==> src/sv/hss_pkg.sv <==
`timescale 1ns / 1ps
// ----------------------------------------------------------------------------
// hss_pkg - shared definitions for the hazard scoreboard
// Widths, opcodes, instruction kinds, stage codes, slot entry and lane types.
// ----------------------------------------------------------------------------
package hss_pkg;

  localparam int MAX_WIDTH   = 8;   // slots per stage
  localparam int MAX_DEPS    = 4;
  localparam int NUM_STAGES  = 4;
  localparam int DEP_FIELDS  = 4;
  localparam int DEP_LIMIT   = (MAX_DEPS < DEP_FIELDS) ? MAX_DEPS : DEP_FIELDS;

  localparam int OP_W        = 3;
  localparam int STAGE_W     = 2;
  localparam int SLOT_W      = 3;
  localparam int KIND_W      = 3;
  localparam int ADDR_W      = 32;
  localparam int DCNT_W      = 3;
  localparam int WIDTH_W     = 4;   // pipeline_width register
  localparam int OCC_W       = 4;   // occupancy field
  localparam int CNT_W       = $clog2(MAX_WIDTH + 1);
  localparam int CMP_W       = (CNT_W > WIDTH_W) ? CNT_W : WIDTH_W;

  localparam logic [WIDTH_W-1:0] WIDTH_RESET = WIDTH_W'(4);

  // opcodes
  localparam logic [OP_W-1:0] OP_INSERT  = 3'd0;
  localparam logic [OP_W-1:0] OP_REMOVE  = 3'd1;
  localparam logic [OP_W-1:0] OP_MARK    = 3'd2;
  localparam logic [OP_W-1:0] OP_CLEAR   = 3'd3;
  localparam logic [OP_W-1:0] OP_Q_FETCH = 3'd4;
  localparam logic [OP_W-1:0] OP_Q_DEC   = 3'd5;
  localparam logic [OP_W-1:0] OP_Q_EXEC  = 3'd6;
  localparam logic [OP_W-1:0] OP_Q_MEM   = 3'd7;

  // instruction kinds
  localparam logic [KIND_W-1:0] K_INT    = 3'd0;
  localparam logic [KIND_W-1:0] K_FLOAT  = 3'd1;
  localparam logic [KIND_W-1:0] K_BRANCH = 3'd2;
  localparam logic [KIND_W-1:0] K_LOAD   = 3'd3;
  localparam logic [KIND_W-1:0] K_STORE  = 3'd4;

  // stages
  localparam logic [STAGE_W-1:0] ST_FETCH  = 2'd0;
  localparam logic [STAGE_W-1:0] ST_DECODE = 2'd1;
  localparam logic [STAGE_W-1:0] ST_EXEC   = 2'd2;
  localparam logic [STAGE_W-1:0] ST_MEM    = 2'd3;

  typedef struct packed {
    logic              valid;
    logic [KIND_W-1:0] kind;
    logic [ADDR_W-1:0] address;
    logic              done;
  } entry_t;

  // per-lane hazard findings
  typedef struct packed {
    logic fetch_block;  // branch in fetch/decode, or pending branch in execute
    logic exe_same;     // same-kind compute unit busy
    logic dep_block;    // dependency on an unfinished producer
    logic mem_same;     // same-kind load/store in memory
  } lane_flags_t;

  function automatic logic is_compute(input logic [KIND_W-1:0] k);
    return (k == K_INT) || (k == K_FLOAT) || (k == K_BRANCH);
  endfunction

  function automatic logic is_mem(input logic [KIND_W-1:0] k);
    return (k == K_LOAD) || (k == K_STORE);
  endfunction

endpackage

==> src/sv/hss_if.sv <==
`timescale 1ns / 1ps
// ----------------------------------------------------------------------------
// hss_if - request and response channels
// Valid/ready channels carrying a scoreboard request and its response.
// ----------------------------------------------------------------------------
interface hss_cmd_if;
  logic                          valid;
  logic                          ready;
  logic [hss_pkg::OP_W-1:0]      op;
  logic [hss_pkg::STAGE_W-1:0]   stage;
  logic [hss_pkg::SLOT_W-1:0]    slot;
  logic [hss_pkg::KIND_W-1:0]    kind;
  logic [hss_pkg::ADDR_W-1:0]    address;
  logic [hss_pkg::DCNT_W-1:0]    dep_count;
  logic [hss_pkg::ADDR_W-1:0]    dep_a;
  logic [hss_pkg::ADDR_W-1:0]    dep_b;
  logic [hss_pkg::ADDR_W-1:0]    dep_c;
  logic [hss_pkg::ADDR_W-1:0]    dep_d;

  modport source (
    output valid, op, stage, slot, kind, address, dep_count, dep_a, dep_b, dep_c, dep_d,
    input  ready
  );
  modport sink (
    input  valid, op, stage, slot, kind, address, dep_count, dep_a, dep_b, dep_c, dep_d,
    output ready
  );
endinterface

interface hss_rsp_if;
  logic                        valid;
  logic                        ready;
  logic                        allowed;
  logic [hss_pkg::OCC_W-1:0]   occupancy;

  modport source (output valid, allowed, occupancy, input ready);
  modport sink   (input valid, allowed, occupancy, output ready);
endinterface

==> src/sv/hss_lane.sv <==
`timescale 1ns / 1ps
// ----------------------------------------------------------------------------
// hss_lane - hazard checks for one slot position
// Looks at the same slot index in all four stages and flags hazards.
// ----------------------------------------------------------------------------
module hss_lane (
  input  hss_pkg::entry_t [hss_pkg::NUM_STAGES-1:0]               ent,
  input  logic [hss_pkg::KIND_W-1:0]                              qkind,
  input  logic [hss_pkg::DEP_FIELDS-1:0][hss_pkg::ADDR_W-1:0]     deps,
  input  logic [hss_pkg::DEP_FIELDS-1:0]                          dep_en,
  output hss_pkg::lane_flags_t                                    flags
);
  import hss_pkg::*;

  entry_t f, d, e, m;
  logic   exe_prod;   // execute entry that a consumer must wait on
  logic   mem_prod;

  always_comb begin
    f = ent[ST_FETCH];
    d = ent[ST_DECODE];
    e = ent[ST_EXEC];
    m = ent[ST_MEM];

    exe_prod = e.valid && ((!e.done && (e.kind == K_INT || e.kind == K_FLOAT)) ||
                           is_mem(e.kind));
    mem_prod = m.valid && is_mem(m.kind);

    flags.fetch_block = (f.valid && f.kind == K_BRANCH) ||
                        (d.valid && d.kind == K_BRANCH) ||
                        (e.valid && e.kind == K_BRANCH && !e.done);
    flags.exe_same    = e.valid && (e.kind == qkind) && !e.done && is_compute(qkind);
    flags.mem_same    = m.valid && (m.kind == qkind) && is_mem(qkind);

    flags.dep_block = 1'b0;
    for (int j = 0; j < DEP_FIELDS; j++) begin
      if (dep_en[j] && ((exe_prod && e.address == deps[j]) ||
                        (mem_prod && m.address == deps[j])))
        flags.dep_block = 1'b1;
    end
  end

endmodule

==> src/sv/hss_merge.sv <==
`timescale 1ns / 1ps
// ----------------------------------------------------------------------------
// hss_merge - combine lane findings into the answer
// ORs lane hazards, counts the selected stage and applies the stage rule.
// ----------------------------------------------------------------------------
module hss_merge (
  input  hss_pkg::lane_flags_t [hss_pkg::MAX_WIDTH-1:0] flags,
  input  logic [hss_pkg::MAX_WIDTH-1:0]                 row_valid,
  input  logic [hss_pkg::OP_W-1:0]                      op,
  input  logic [hss_pkg::WIDTH_W-1:0]                   pipeline_width,
  output logic                                          allowed,
  output logic [hss_pkg::OCC_W-1:0]                     occupancy
);
  import hss_pkg::*;

  logic [CNT_W-1:0] count;
  logic             full;
  logic             any_fetch, any_exe, any_dep, any_mem;

  always_comb begin
    count     = '0;
    any_fetch = 1'b0;
    any_exe   = 1'b0;
    any_dep   = 1'b0;
    any_mem   = 1'b0;
    for (int i = 0; i < MAX_WIDTH; i++) begin
      count     = count + CNT_W'(row_valid[i]);
      any_fetch = any_fetch | flags[i].fetch_block;
      any_exe   = any_exe   | flags[i].exe_same;
      any_dep   = any_dep   | flags[i].dep_block;
      any_mem   = any_mem   | flags[i].mem_same;
    end

    full      = CMP_W'(count) >= CMP_W'(pipeline_width);
    occupancy = OCC_W'(count);

    unique case (op)
      OP_Q_FETCH: allowed = !full && !any_fetch;
      OP_Q_DEC:   allowed = !full;
      OP_Q_EXEC:  allowed = !full && !any_exe && !any_dep;
      OP_Q_MEM:   allowed = !full && !any_mem;
      default:    allowed = 1'b0;
    endcase
  end

endmodule

==> src/sv/superscalar_hazard_scoreboard_top.sv <==
`timescale 1ns / 1ps
// ----------------------------------------------------------------------------
// superscalar_hazard_scoreboard_top - pipeline hazard scoreboard
// Slot tables for fetch/decode/execute/memory with stall/proceed queries.
// ----------------------------------------------------------------------------
// Each request is accepted, the slot tables update and the response is
// registered at the same edge, so a new request may follow every cycle while
// the response register is free or being drained. The cycle is set by the
// lane compare (8 lanes, each checking four 32-bit dependency addresses
// against its execute and memory slot) feeding an OR tree and an 8-input
// population count in the merge stage. Update requests (insert, remove, mark
// executed, clear stage) answer allowed = 0 and the stage occupancy after the
// update; queries answer the rule result and the queried stage occupancy.
// The user must write pipeline_width through cfg_we / cfg_wdata only while
// no request is in flight; the block does not enforce this. Width zero stalls
// all queries. There is no clearing pass: only the valid bits are reset.
// ----------------------------------------------------------------------------
module superscalar_hazard_scoreboard_top (
  input  logic                           clk,
  input  logic                           rst,
  input  logic                           cfg_we,
  input  logic [hss_pkg::WIDTH_W-1:0]    cfg_wdata,
  hss_cmd_if.sink                        cmd,
  hss_rsp_if.source                      rsp
);
  import hss_pkg::*;

  // configuration
  logic [WIDTH_W-1:0] pipeline_width;

  // slot tables: valid bits reset, payload written on insert, done set on mark
  logic [NUM_STAGES-1:0][MAX_WIDTH-1:0] slot_valid;
  logic [NUM_STAGES-1:0][MAX_WIDTH-1:0] slot_valid_next;
  logic [KIND_W-1:0]                    slot_kind    [NUM_STAGES][MAX_WIDTH];
  logic [ADDR_W-1:0]                    slot_address [NUM_STAGES][MAX_WIDTH];
  logic                                 slot_done    [NUM_STAGES][MAX_WIDTH];

  // response register
  logic             rsp_valid;
  logic             rsp_allowed;
  logic [OCC_W-1:0] rsp_occupancy;

  logic accept;
  logic is_query;
  logic [STAGE_W-1:0] occ_stage;
  logic [NUM_STAGES-1:0][MAX_WIDTH-1:0] slot_hit;   // addressed slot, in range

  logic [DEP_FIELDS-1:0][ADDR_W-1:0] deps;
  logic [DEP_FIELDS-1:0]             dep_en;

  entry_t      [MAX_WIDTH-1:0][NUM_STAGES-1:0] lane_ent;
  lane_flags_t [MAX_WIDTH-1:0]                 lane_flags;

  logic             merge_allowed;
  logic [OCC_W-1:0] merge_occupancy;

  // Response register parts the two sides: a new request is taken while it is
  // empty or its old response is being taken. Nothing is taken during reset.
  assign cmd.ready = !rst && (!rsp_valid || rsp.ready);
  assign accept    = cmd.valid && cmd.ready;

  assign rsp.valid     = rsp_valid;
  assign rsp.allowed   = rsp_allowed;
  assign rsp.occupancy = rsp_occupancy;

  assign is_query  = (cmd.op >= OP_Q_FETCH);
  // query opcodes are laid out in stage order
  assign occ_stage = is_query ? STAGE_W'(cmd.op - OP_Q_FETCH) : cmd.stage;

  assign deps = {cmd.dep_d, cmd.dep_c, cmd.dep_b, cmd.dep_a};

  // dependency count saturates at the number of usable fields
  always_comb begin
    for (int j = 0; j < DEP_FIELDS; j++)
      dep_en[j] = (int'(cmd.dep_count) > j) && (j < DEP_LIMIT);
  end

  // Slot decode and next valid bits. An out-of-range slot never hits.
  always_comb begin
    for (int s = 0; s < NUM_STAGES; s++) begin
      for (int i = 0; i < MAX_WIDTH; i++) begin
        slot_hit[s][i]        = (int'(cmd.stage) == s) && (int'(cmd.slot) == i);
        slot_valid_next[s][i] = slot_valid[s][i];
        unique case (cmd.op)
          OP_INSERT: if (slot_hit[s][i]) slot_valid_next[s][i] = 1'b1;
          OP_REMOVE: if (slot_hit[s][i]) slot_valid_next[s][i] = 1'b0;
          OP_CLEAR:  if (int'(cmd.stage) == s) slot_valid_next[s][i] = 1'b0;
          default:   ;
        endcase
      end
    end
  end

  // Lane i sees slot i of every stage.
  always_comb begin
    for (int i = 0; i < MAX_WIDTH; i++) begin
      for (int s = 0; s < NUM_STAGES; s++) begin
        lane_ent[i][s].valid   = slot_valid[s][i];
        lane_ent[i][s].kind    = slot_kind[s][i];
        lane_ent[i][s].address = slot_address[s][i];
        lane_ent[i][s].done    = slot_done[s][i];
      end
    end
  end

  for (genvar g = 0; g < MAX_WIDTH; g++) begin : g_lane
    hss_lane u_lane (
      .ent    (lane_ent[g]),
      .qkind  (cmd.kind),
      .deps   (deps),
      .dep_en (dep_en),
      .flags  (lane_flags[g])
    );
  end

  // Occupancy comes from the post-update row; queries leave it unchanged,
  // so the same count also drives the full check.
  hss_merge u_merge (
    .flags          (lane_flags),
    .row_valid      (slot_valid_next[occ_stage]),
    .op             (cmd.op),
    .pipeline_width (pipeline_width),
    .allowed        (merge_allowed),
    .occupancy      (merge_occupancy)
  );

  // control state
  always_ff @(posedge clk) begin
    if (rst) begin
      pipeline_width <= WIDTH_RESET;
      slot_valid     <= '0;
      rsp_valid      <= 1'b0;
    end else begin
      if (cfg_we)
        pipeline_width <= cfg_wdata;
      if (accept)
        slot_valid <= slot_valid_next;
      if (accept)
        rsp_valid <= 1'b1;
      else if (rsp.ready)
        rsp_valid <= 1'b0;
    end
  end

  // payload: response fields and slot contents
  always_ff @(posedge clk) begin
    if (accept) begin
      rsp_allowed   <= merge_allowed;
      rsp_occupancy <= merge_occupancy;
      for (int s = 0; s < NUM_STAGES; s++) begin
        for (int i = 0; i < MAX_WIDTH; i++) begin
          if (slot_hit[s][i] && cmd.op == OP_INSERT) begin
            slot_kind[s][i]    <= cmd.kind;
            slot_address[s][i] <= cmd.address;
            slot_done[s][i]    <= 1'b0;
          end else if (slot_hit[s][i] && cmd.op == OP_MARK) begin
            slot_done[s][i]    <= 1'b1;   // set even on an empty slot
          end
        end
      end
    end
  end

endmodule
==> src/flat_wrapper.sv <==
// flat-port wrapper written by rule: the top's interface ports become plain ports
module superscalar_hazard_scoreboard_top_flat import hss_pkg::*;
  (clk, rst, cfg_we, cfg_wdata, cmd_valid, cmd_op, cmd_stage, cmd_slot, cmd_kind, cmd_address, cmd_dep_count, cmd_dep_a, cmd_dep_b, cmd_dep_c, cmd_dep_d, cmd_ready, rsp_valid, rsp_allowed, rsp_occupancy, rsp_ready);
  hss_cmd_if cmd_i ();
  hss_rsp_if rsp_i ();
  input  logic clk;
  input  logic rst;
  input  logic cfg_we;
  input  logic [hss_pkg::WIDTH_W-1:0] cfg_wdata;
  input wire logic [$bits(cmd_i.valid)-1:0] cmd_valid;
  input wire logic [$bits(cmd_i.op)-1:0] cmd_op;
  input wire logic [$bits(cmd_i.stage)-1:0] cmd_stage;
  input wire logic [$bits(cmd_i.slot)-1:0] cmd_slot;
  input wire logic [$bits(cmd_i.kind)-1:0] cmd_kind;
  input wire logic [$bits(cmd_i.address)-1:0] cmd_address;
  input wire logic [$bits(cmd_i.dep_count)-1:0] cmd_dep_count;
  input wire logic [$bits(cmd_i.dep_a)-1:0] cmd_dep_a;
  input wire logic [$bits(cmd_i.dep_b)-1:0] cmd_dep_b;
  input wire logic [$bits(cmd_i.dep_c)-1:0] cmd_dep_c;
  input wire logic [$bits(cmd_i.dep_d)-1:0] cmd_dep_d;
  output wire logic [$bits(cmd_i.ready)-1:0] cmd_ready;
  output wire logic [$bits(rsp_i.valid)-1:0] rsp_valid;
  output wire logic [$bits(rsp_i.allowed)-1:0] rsp_allowed;
  output wire logic [$bits(rsp_i.occupancy)-1:0] rsp_occupancy;
  input wire logic [$bits(rsp_i.ready)-1:0] rsp_ready;
  assign cmd_i.valid = cmd_valid;
  assign cmd_i.op = cmd_op;
  assign cmd_i.stage = cmd_stage;
  assign cmd_i.slot = cmd_slot;
  assign cmd_i.kind = cmd_kind;
  assign cmd_i.address = cmd_address;
  assign cmd_i.dep_count = cmd_dep_count;
  assign cmd_i.dep_a = cmd_dep_a;
  assign cmd_i.dep_b = cmd_dep_b;
  assign cmd_i.dep_c = cmd_dep_c;
  assign cmd_i.dep_d = cmd_dep_d;
  assign cmd_ready = cmd_i.ready;
  assign rsp_valid = rsp_i.valid;
  assign rsp_allowed = rsp_i.allowed;
  assign rsp_occupancy = rsp_i.occupancy;
  assign rsp_i.ready = rsp_ready;
  superscalar_hazard_scoreboard_top u_core (.clk(clk), .rst(rst), .cfg_we(cfg_we), .cfg_wdata(cfg_wdata), .cmd(cmd_i), .rsp(rsp_i));
endmodule
==> config.mk <==
export PLATFORM = sky130hd
export DESIGN_NAME = superscalar_hazard_scoreboard_top_flat
export DESIGN_NICKNAME = d
export VERILOG_FILES = /design/src/sv/hss_pkg.sv /design/src/sv/hss_if.sv /design/src/sv/hss_lane.sv /design/src/sv/hss_merge.sv /design/src/sv/superscalar_hazard_scoreboard_top.sv /design/src/flat_wrapper.sv
export SDC_FILE = /design/constraint.sdc
export NUM_CORES = 2
export LEC_CHECK = 0
export BUFFER_PORTS_ARGS = -buffer_cell sky130_fd_sc_hd__buf_2
export CAP_MARGIN = 20
export CORE_ASPECT_RATIO = 1.2
export CORE_MARGIN = 3
export CORE_UTILIZATION = 45
export DETAILED_ROUTE_END_ITERATION = 8
export HOLD_SLACK_MARGIN = 0.02
export SYNTH_ARGS = -nofsm -noshare
export SYNTH_HDL_FRONTEND = slang
export SYNTH_SLANG_ARGS = --single-unit
==> constraint.sdc <==
create_clock -name clk -period 7.3 [get_ports clk]
set_input_delay 0.365 -clock clk [delete_from_list [all_inputs] [get_ports clk]]
set_output_delay 0.365 -clock clk [all_outputs]
set_load 0.01 [all_outputs]
After elaboration in Yosys (flattened, before gate mapping)

Memory sizes are Yosys's and may differ from the RTL's.
Index checks and enable logic that the tools add are counted.

Latch bits: 0
Bits of input ports: 183
Word-level logic and storage cells: 1115
Bits in writable memories: 1152
Memory bits (read-only): 0
Register bits after elaboration: 42
Output and inout bits: 7
Memories: 3

Reductions and logical operators: 415
Magnitude comparators: 7
Shifts and indexed selects: 0
Equal/unequal tests: 165
Mux-type cells: 449
Bitwise operators: 60
Multiply operators: 0
Divide/modulo/power cells: 0
Add/sub/neg operators: 8

Memory list:

| memory              | depth | bits a word | read ports | clocked after Yosys merged registers in | wr ports | RTL line                                | text |
|---|---|---|---|---|---|---|---|
| u_core.slot_address | 4     | 256         | 2          | 0                                       | 1        | superscalar_hazard_scoreboard_top.sv:35 | `logic [ADDR_W-1:0] slot_address [NUM_STAGES][MAX_WIDTH];` |
| u_core.slot_kind    | 4     | 24          | 4          | 0                                       | 1        | superscalar_hazard_scoreboard_top.sv:34 | `logic [KIND_W-1:0] slot_kind [NUM_STAGES][MAX_WIDTH];` |
| u_core.slot_done    | 4     | 8           | 1          | 0                                       | 1        | superscalar_hazard_scoreboard_top.sv:36 | `logic slot_done [NUM_STAGES][MAX_WIDTH];` |

Operators by type and width:

| cell               | number |
|---|---|
| $eq 32x32->1       | 64 |
| $mux 256           | 3 |
| $reduce_or 256->1  | 3 |
| $mux 1             | 386 |
| $logic_and 1x1->1  | 294 |
| $eq 3x2->1 const B | 46 |
| $mux 8             | 13 |
| $pmux 1 s3         | 32 |
| $logic_or 1x1->1   | 84 |
| $eq 3x3->1 const B | 25 |
| $mux 24            | 3 |
| $reduce_or 24->1   | 3 |
| $or 1x1->1         | 60 |
| $eq 3x3->1         | 16 |
| $eq 3x1->1 const B | 11 |
| $logic_not 3->1    | 11 |
| $reduce_or 8->1    | 3 |
| $mux 2             | 10 |
| $add 4x1->4        | 4 |
| $bmux 8 s2         | 1 |
| $logic_not 1->1    | 15 |
| $gt 3x1->1 const B | 2 |
| $gt 3x2->1 const B | 2 |
| $add 3x1->4        | 1 |
| other kinds (11)   | 12 |

Longest topological paths before layout

An unclocked memory read counts as a cell.

Word-level depth: 23
Gate-level depth with buffers: 27
Gate-level depth less buffers: 26

By module

A second synthesis with hierarchy kept.

Cell total of the unflattened synthesis: 4923
Area total of the unflattened synthesis: 63410.8 um^2

By module, submodules not included:

| module                            | area an instance (um^2) | seq. area each (um^2) | instances | cells an instance |
|---|---|---|---|---|
| superscalar_hazard_scoreboard_top | 37747.5                 | 35474.0               | 1         | 1595 |
| hss_lane                          | 3159.3                  | 0.0                   | 8         | 410 |
| hss_merge                         | 389.1                   | 0.0                   | 1         | 48 |

Worst setup path after synthesis

Ideal clock, no wire load.

Path type: input -> register
From: input cmd_stage[0]
To: register u_core.rsp_allowed, in the netlist u_core.rsp.allowed (data pin)
Path buffers: 2
Path slack: 1704 ps
Stages on the path: 26
Arrival: 5451 ps
Data required time: 7155 ps
Setup time: 145 ps
Path through: buf_2 -> or3_1 -> clkbuf_1 -> nor2_1 -> a21oi_1 -> o21ai_1 -> nor2_1 -> a211oi_1 -> a31oi_1 -> fa_1 -> inv_1 -> fa_1 -> inv_1 -> fa_1 -> inv_1 -> ha_1 -> fa_1 -> xor2_1 -> ha_1 -> nor2b_1 -> o21ai_0 -> and3b_1 -> nand4_1 -> nor4_1 -> a21oi_1 -> o21ai_1

Cells in the longest elaborated chain, start to end: 18
Elaborated cells on any way between the ends: 181
Classes of those cells: add/sub: 7; order compare: 1; eq/ne: 3; mux: 132; reduce/logical: 38

Ends and longest elaborated chain:

| what                                     | RTL line                                                                         | text |
|---|---|---|
| start, declared                          | flat_wrapper.sv:12                                                               | `input wire logic [$bits(cmd_i.stage)-1:0] cmd_stage;` |
| $eq 2x2->1, or another cell as far along | superscalar_hazard_scoreboard_top.sv:82, superscalar_hazard_scoreboard_top.sv:87 |  |
| $logic_and 1x1->1                        | superscalar_hazard_scoreboard_top.sv:82                                          | `slot_hit[s][i] = (int'(cmd.stage) == s) && (int'(cmd.slot) == i);` |
| $mux 1 (on tied branches)                | superscalar_hazard_scoreboard_top.sv:86, superscalar_hazard_scoreboard_top.sv:85 |  |
| $pmux 1 s3                               | superscalar_hazard_scoreboard_top.sv:84                                          | `unique case (cmd.op)` |
| $bmux 8 s2 (*)                           | superscalar_hazard_scoreboard_top.sv:120                                         | `.row_valid (slot_valid_next[occ_stage]),` |
| $mux 8 (not written as such) (*)         | superscalar_hazard_scoreboard_top.sv:120                                         |  |
| $add 1x1->2                              | hss_merge.sv:27                                                                  | `count = count + CNT_W'(row_valid[i]);` |
| $add 2x1->3                              | hss_merge.sv:27                                                                  |  |
| $add 3x1->4                              | hss_merge.sv:27                                                                  |  |
| $add 4x1->4 (3 in series)                | hss_merge.sv:27                                                                  |  |
| $add 4x1->4 (*)                          | hss_merge.sv:27                                                                  |  |
| via u_core.merge_occupancy[2]            | superscalar_hazard_scoreboard_top.sv:55                                          | `logic [OCC_W-1:0] merge_occupancy;` |
| $ge 4x4->1 (*)                           | hss_merge.sv:34                                                                  | `full = CMP_W'(count) >= CMP_W'(pipeline_width);` |
| $logic_not 1->1 (*)                      | n/a                                                                              |  |
| $logic_and 1x1->1 (2 in series)          | hss_merge.sv:40                                                                  | `OP_Q_EXEC: allowed = !full && !any_exe && !any_dep;` |
| $pmux 1 s4 (*)                           | hss_merge.sv:37                                                                  | `unique case (op)` |
| via u_core.merge_allowed                 | superscalar_hazard_scoreboard_top.sv:54                                          | `logic merge_allowed;` |
| end signal, assigned                     | superscalar_hazard_scoreboard_top.sv:148                                         | `rsp_allowed <= merge_allowed;` |
| end, declared                            | superscalar_hazard_scoreboard_top.sv:40                                          | `logic rsp_allowed;` |

Mark *: on every way through the listed nets, which the timed path passes. The rest lies on a longest branch. The select of a mux whose other input is x is not followed.
A chain may end at the register's enable or synchronous reset.

Final worst setup path

Ends and elaborated chain as after synthesis.

==> impl_metrics.toml <==
[outcome]
outcome = "finished, final reports clean"

[synthesis]
yosysSeqAreaShare = 0.407
synth_adder_area_share = 0.00352
synthFlopType = "edfxtp_1"
synth_fp_nets = 4510
synth_top_family_by_area = "XOR/XNOR gates"
yosysWarnings = 0
synth_edf_count = 620
synthMuxAreaShare = 0.00278
synth_cells = 4316
syn_area_sq_mm = 0.0476
synth-xor-area-share = 0.386
synth_compound_gate_area_share = 0.0272
synth_cell_types = 58
ys_seq_elements = 658
synth-simple-area-share = 0.121
postSynth.asyncResetShare = 0
syn_avg_cell_area_sq_um = 11.0

[clock_network]
cts_tree = "built"
clock-root-buffer = "clkbuf_16"
clk_pin_slew_ps = 60
cts_setup_buffers = 0
cts_sinks = 658
htreeDepth = 3
clockBufferDepth = 3
clock_latency_ps = 690
numCtsBuffers = 77

[placement]
io_buffers = 189
dp.cells = 5716
dpl.hpwl_um = 166000
gp_congestion = 1.09
pre_cts_ws_ps = 929

[global_routing]
gr-usage-met3 = 0.257
grt_max_degree = 52
use_met1 = 0.573
grt_util_all_layers = 0.502
grt_antenna_before_repair = 36
globalRouteOverflowTotal = 0
met2_usage = 0.671
busiest_layer = "met2"
grt_pass1_wl_um = 362000
grt_pass1_vias = 38300

[detailed_routing]
vias = 42800
wirelength_um = 282000
vias_per_cell = 7.22
avgRoutedWirePerCell_um = 47.6
drcViolationCount = 0
drtAntennaViolNets = 0
first_iter_violations = 8270
dr.pass1.iters = 9

[die]
core_area_sq_mm = 0.105
start_util = 0.454
die_x_um = 303
die-area_sq_mm = 0.110
die_height_um = 362
pin_count = 190
rows = 130

[cells_and_area]
syn_to_final_growth_pct = 9.10
nets = 4618
final_layout_size_suffix_gt1_frac = 0.110
fillCellCount = 9585
multi_input_area_sq_mm = 0.0257
regArea_sq_mm = 0.0194
final_cells = 5921

[critical_path]
crit_path_start = "cmd_stage[0]"
worstPathArrival_ps = 6220
start_kind = "input port"
worst-setup-path-type = "in -> reg"
crit_top_cell = "fa_1"
critPathMaxStageDelay_ps = 560
cp-end-kind = "register"
cp_data_required_time_ps = 7830
r2r-start = "u_core.lane_ent[221]$_SDFFE_PP0P_"
rr_worst_depth = 21
slowest_stage = "fa_1"
crit_fanout = 10

[power]
powerDensity_mw_per_mm2 = 190
switching_share = 0.309
p_leak_nw = 17.3
p_int_mw = 6.84
seq_power_share = 0.419
pwr-share-comb = 0.181
clockPowerShare = 0.401
irDropWorstVdd_uv = 212
switching_power_mw = 3.06

[min_path]
hp-start = "cmd_address[13]"
whs_path_depth = 1
hold_class = "in -> reg"

[sta]
finalWorstSetupSlack_ps = 1610
finalClockSkew_ps = 36.5
slew_viol_final = 0
relSlewSlack = 0.0327
final-hold-violation-count = 0
fin_tns_setup_ps = 0
fmax_ghz = 0.176
min_period_ps = 5690
setup_viol = 0
fin_crit_sh = 0.780
rsz0062_at_grt = "no"
worst_pin_slew_ps = 1450

[job]
maxCapViolations = 0
cells in the final DEF, fill, tap and decap left out, types with 16 or more instances in the layout:
cell type	netlist	routed
dfxtp_1	38	38
a21oi_1	75	75
diode_2	0	51
o21ai_0	82	82
nor3_1	65	63
inv_1	46	46
xor2_1	1241	1241
nor2_1	43	42
xnor2_1	856	856
edfxtp_1	620	620
o211ai_1	22	22
clkbuf_16	0	80
nor4_1	364	364
buf_4	63	158
buf_2	142	189
nor4bb_1	16	16
nand2_1	60	60
nand4_1	315	315
critical path: cells and delay by family:
kind                       cells  cell delay (ps)
AOI/OAI and AO/OA              7             1190
xor gates and xnor gates       1              220
adders and majority gates      6             2410
buffers and inverters          5              490
and+or+nand+nor                7             1540
cell usage after synthesis (3+ instances only):
cell type,instances,area share
nor4b_1,7,0.0013
o21ai_1,11,0.0012
xnor2_1,856,0.16
o211ai_1,22,0.0035
o21ai_0,82,0.0086
nand2b_1,4,0.00053
nor3b_1,8,0.0013
buf_12,17,0.0071
xor2_1,1241,0.23
mux2i_1,11,0.0023
nor4_1,364,0.048
nand3b_1,3,0.00047
buf_1,7,0.00055
a21oi_1,75,0.0079
inv_1,46,0.0036
nand3_1,9,0.00095
and2_1,3,0.00039
nor2b_1,13,0.0017
and3b_1,11,0.0020
dfxtp_1,38,0.016
fa_1,4,0.0017
nand4_2,4,0.0011
buf_8,12,0.0038
buf_6,39,0.0092
buf_2,142,0.015
o21a_1,3,0.00047
nor4bb_1,16,0.0034
nand2_1,60,0.0047
clkbuf_1,53,0.0042
buf_4,63,0.0099
a31oi_1,5,0.00066
edfxtp_1,620,0.39
nand4_1,315,0.041
nor3_1,65,0.0068
ha_1,7,0.0018
or3_1,3,0.00039
o311ai_4,6,0.0033
nor2_1,43,0.0034
final cells by class:
class | count | area share
Antenna cell | 51 | 0.00246
Clock buffer | 93 | 0.0398
Inverter | 46 | 0.00332
Timing Repair Buffer | 362 | 0.0445
Sequential cell | 658 | 0.373
Clock inverter | 46 | 0.00847
Multi-Input combinational cell | 3279 | 0.495
Tap cell | 1386 | 0.0334
flip-flops by register name, indices dropped and copies added (netlist names):
| signal | flops |
|---|---|
| u_core.slot_address | 512 |
| u_core.slot_kind | 96 |
| u_core.lane_ent | 32 |
| u_core.slot_done | 8 |
| u_core.pipeline_width | 4 |
| u_core.rsp.occupancy | 4 |
| u_core.rsp.allowed | 1 |
| u_core.rsp.valid | 1 |
power groups by stage:
stage | combinational, mW | sequential, mW | clock (mW)
floorplan | 0.867 | 4.22 | 0
global placement | 1.60 | 4.22 | 0
detailed placement | 1.61 | 4.22 | 0
CTS | 1.62 | 4.14 | 3.97
global route | 1.71 | 4.14 | 4.11
finish | 1.79 | 4.14 | 3.97
logic make-up after synthesis:
group / after synthesis
xor gates and xnor gates: 2097
buffers and inverters: 379
adders and majority gates: 11
AOI/OAI and AO/OA: 212
DFF: 658
muxes: 13
and+or+nand+nor: 946
routing by layer:
layer / up-vias / wire length (um)
li1: 15400 / -
met1: 20500 / 90200
met2: 5002 / 109000
met3: 1781 / 48500
met4: 12 / 33900
met5: - / 235
path summary, 6_finish.rpt:
check / slack (ps) / endpoint
max reg2reg: 2120 / u_core.rsp.allowed$_DFFE_PP_
min: 40 / u_core.slot_address[1][301]$_DFFE_PP_
max: 1610 / u_core.rsp.allowed$_DFFE_PP_
min reg2reg: 530 / u_core.lane_ent[221]$_SDFFE_PP0P_
what timing repair did:
action                     4_1_cts  5_1_grt
hold buffers                    11        0
setup endpoints to repair        0        0
gates resized for setup          0        0
hold endpoints to repair         5        0
stage by stage:
| step | util | total power, mW | hold WS (ps) | cell area [sq um] |
|---|---|---|---|---|
| floorplan | - | 5.09 | 429 | 47600 |
| finish | 0.495 | 9.90 | 44.9 | 52000 |
| detailed placement | 0.468 | 5.83 | 491 | 49100 |
| CTS | 0.493 | 9.73 | 170 | 51800 |
| global route | 0.494 | 9.97 | 50.2 | 51900 |
| global placement | 0.468 | 5.83 | 499 | 49100 |
No activity file was read; power rests on OpenSTA's default activity.
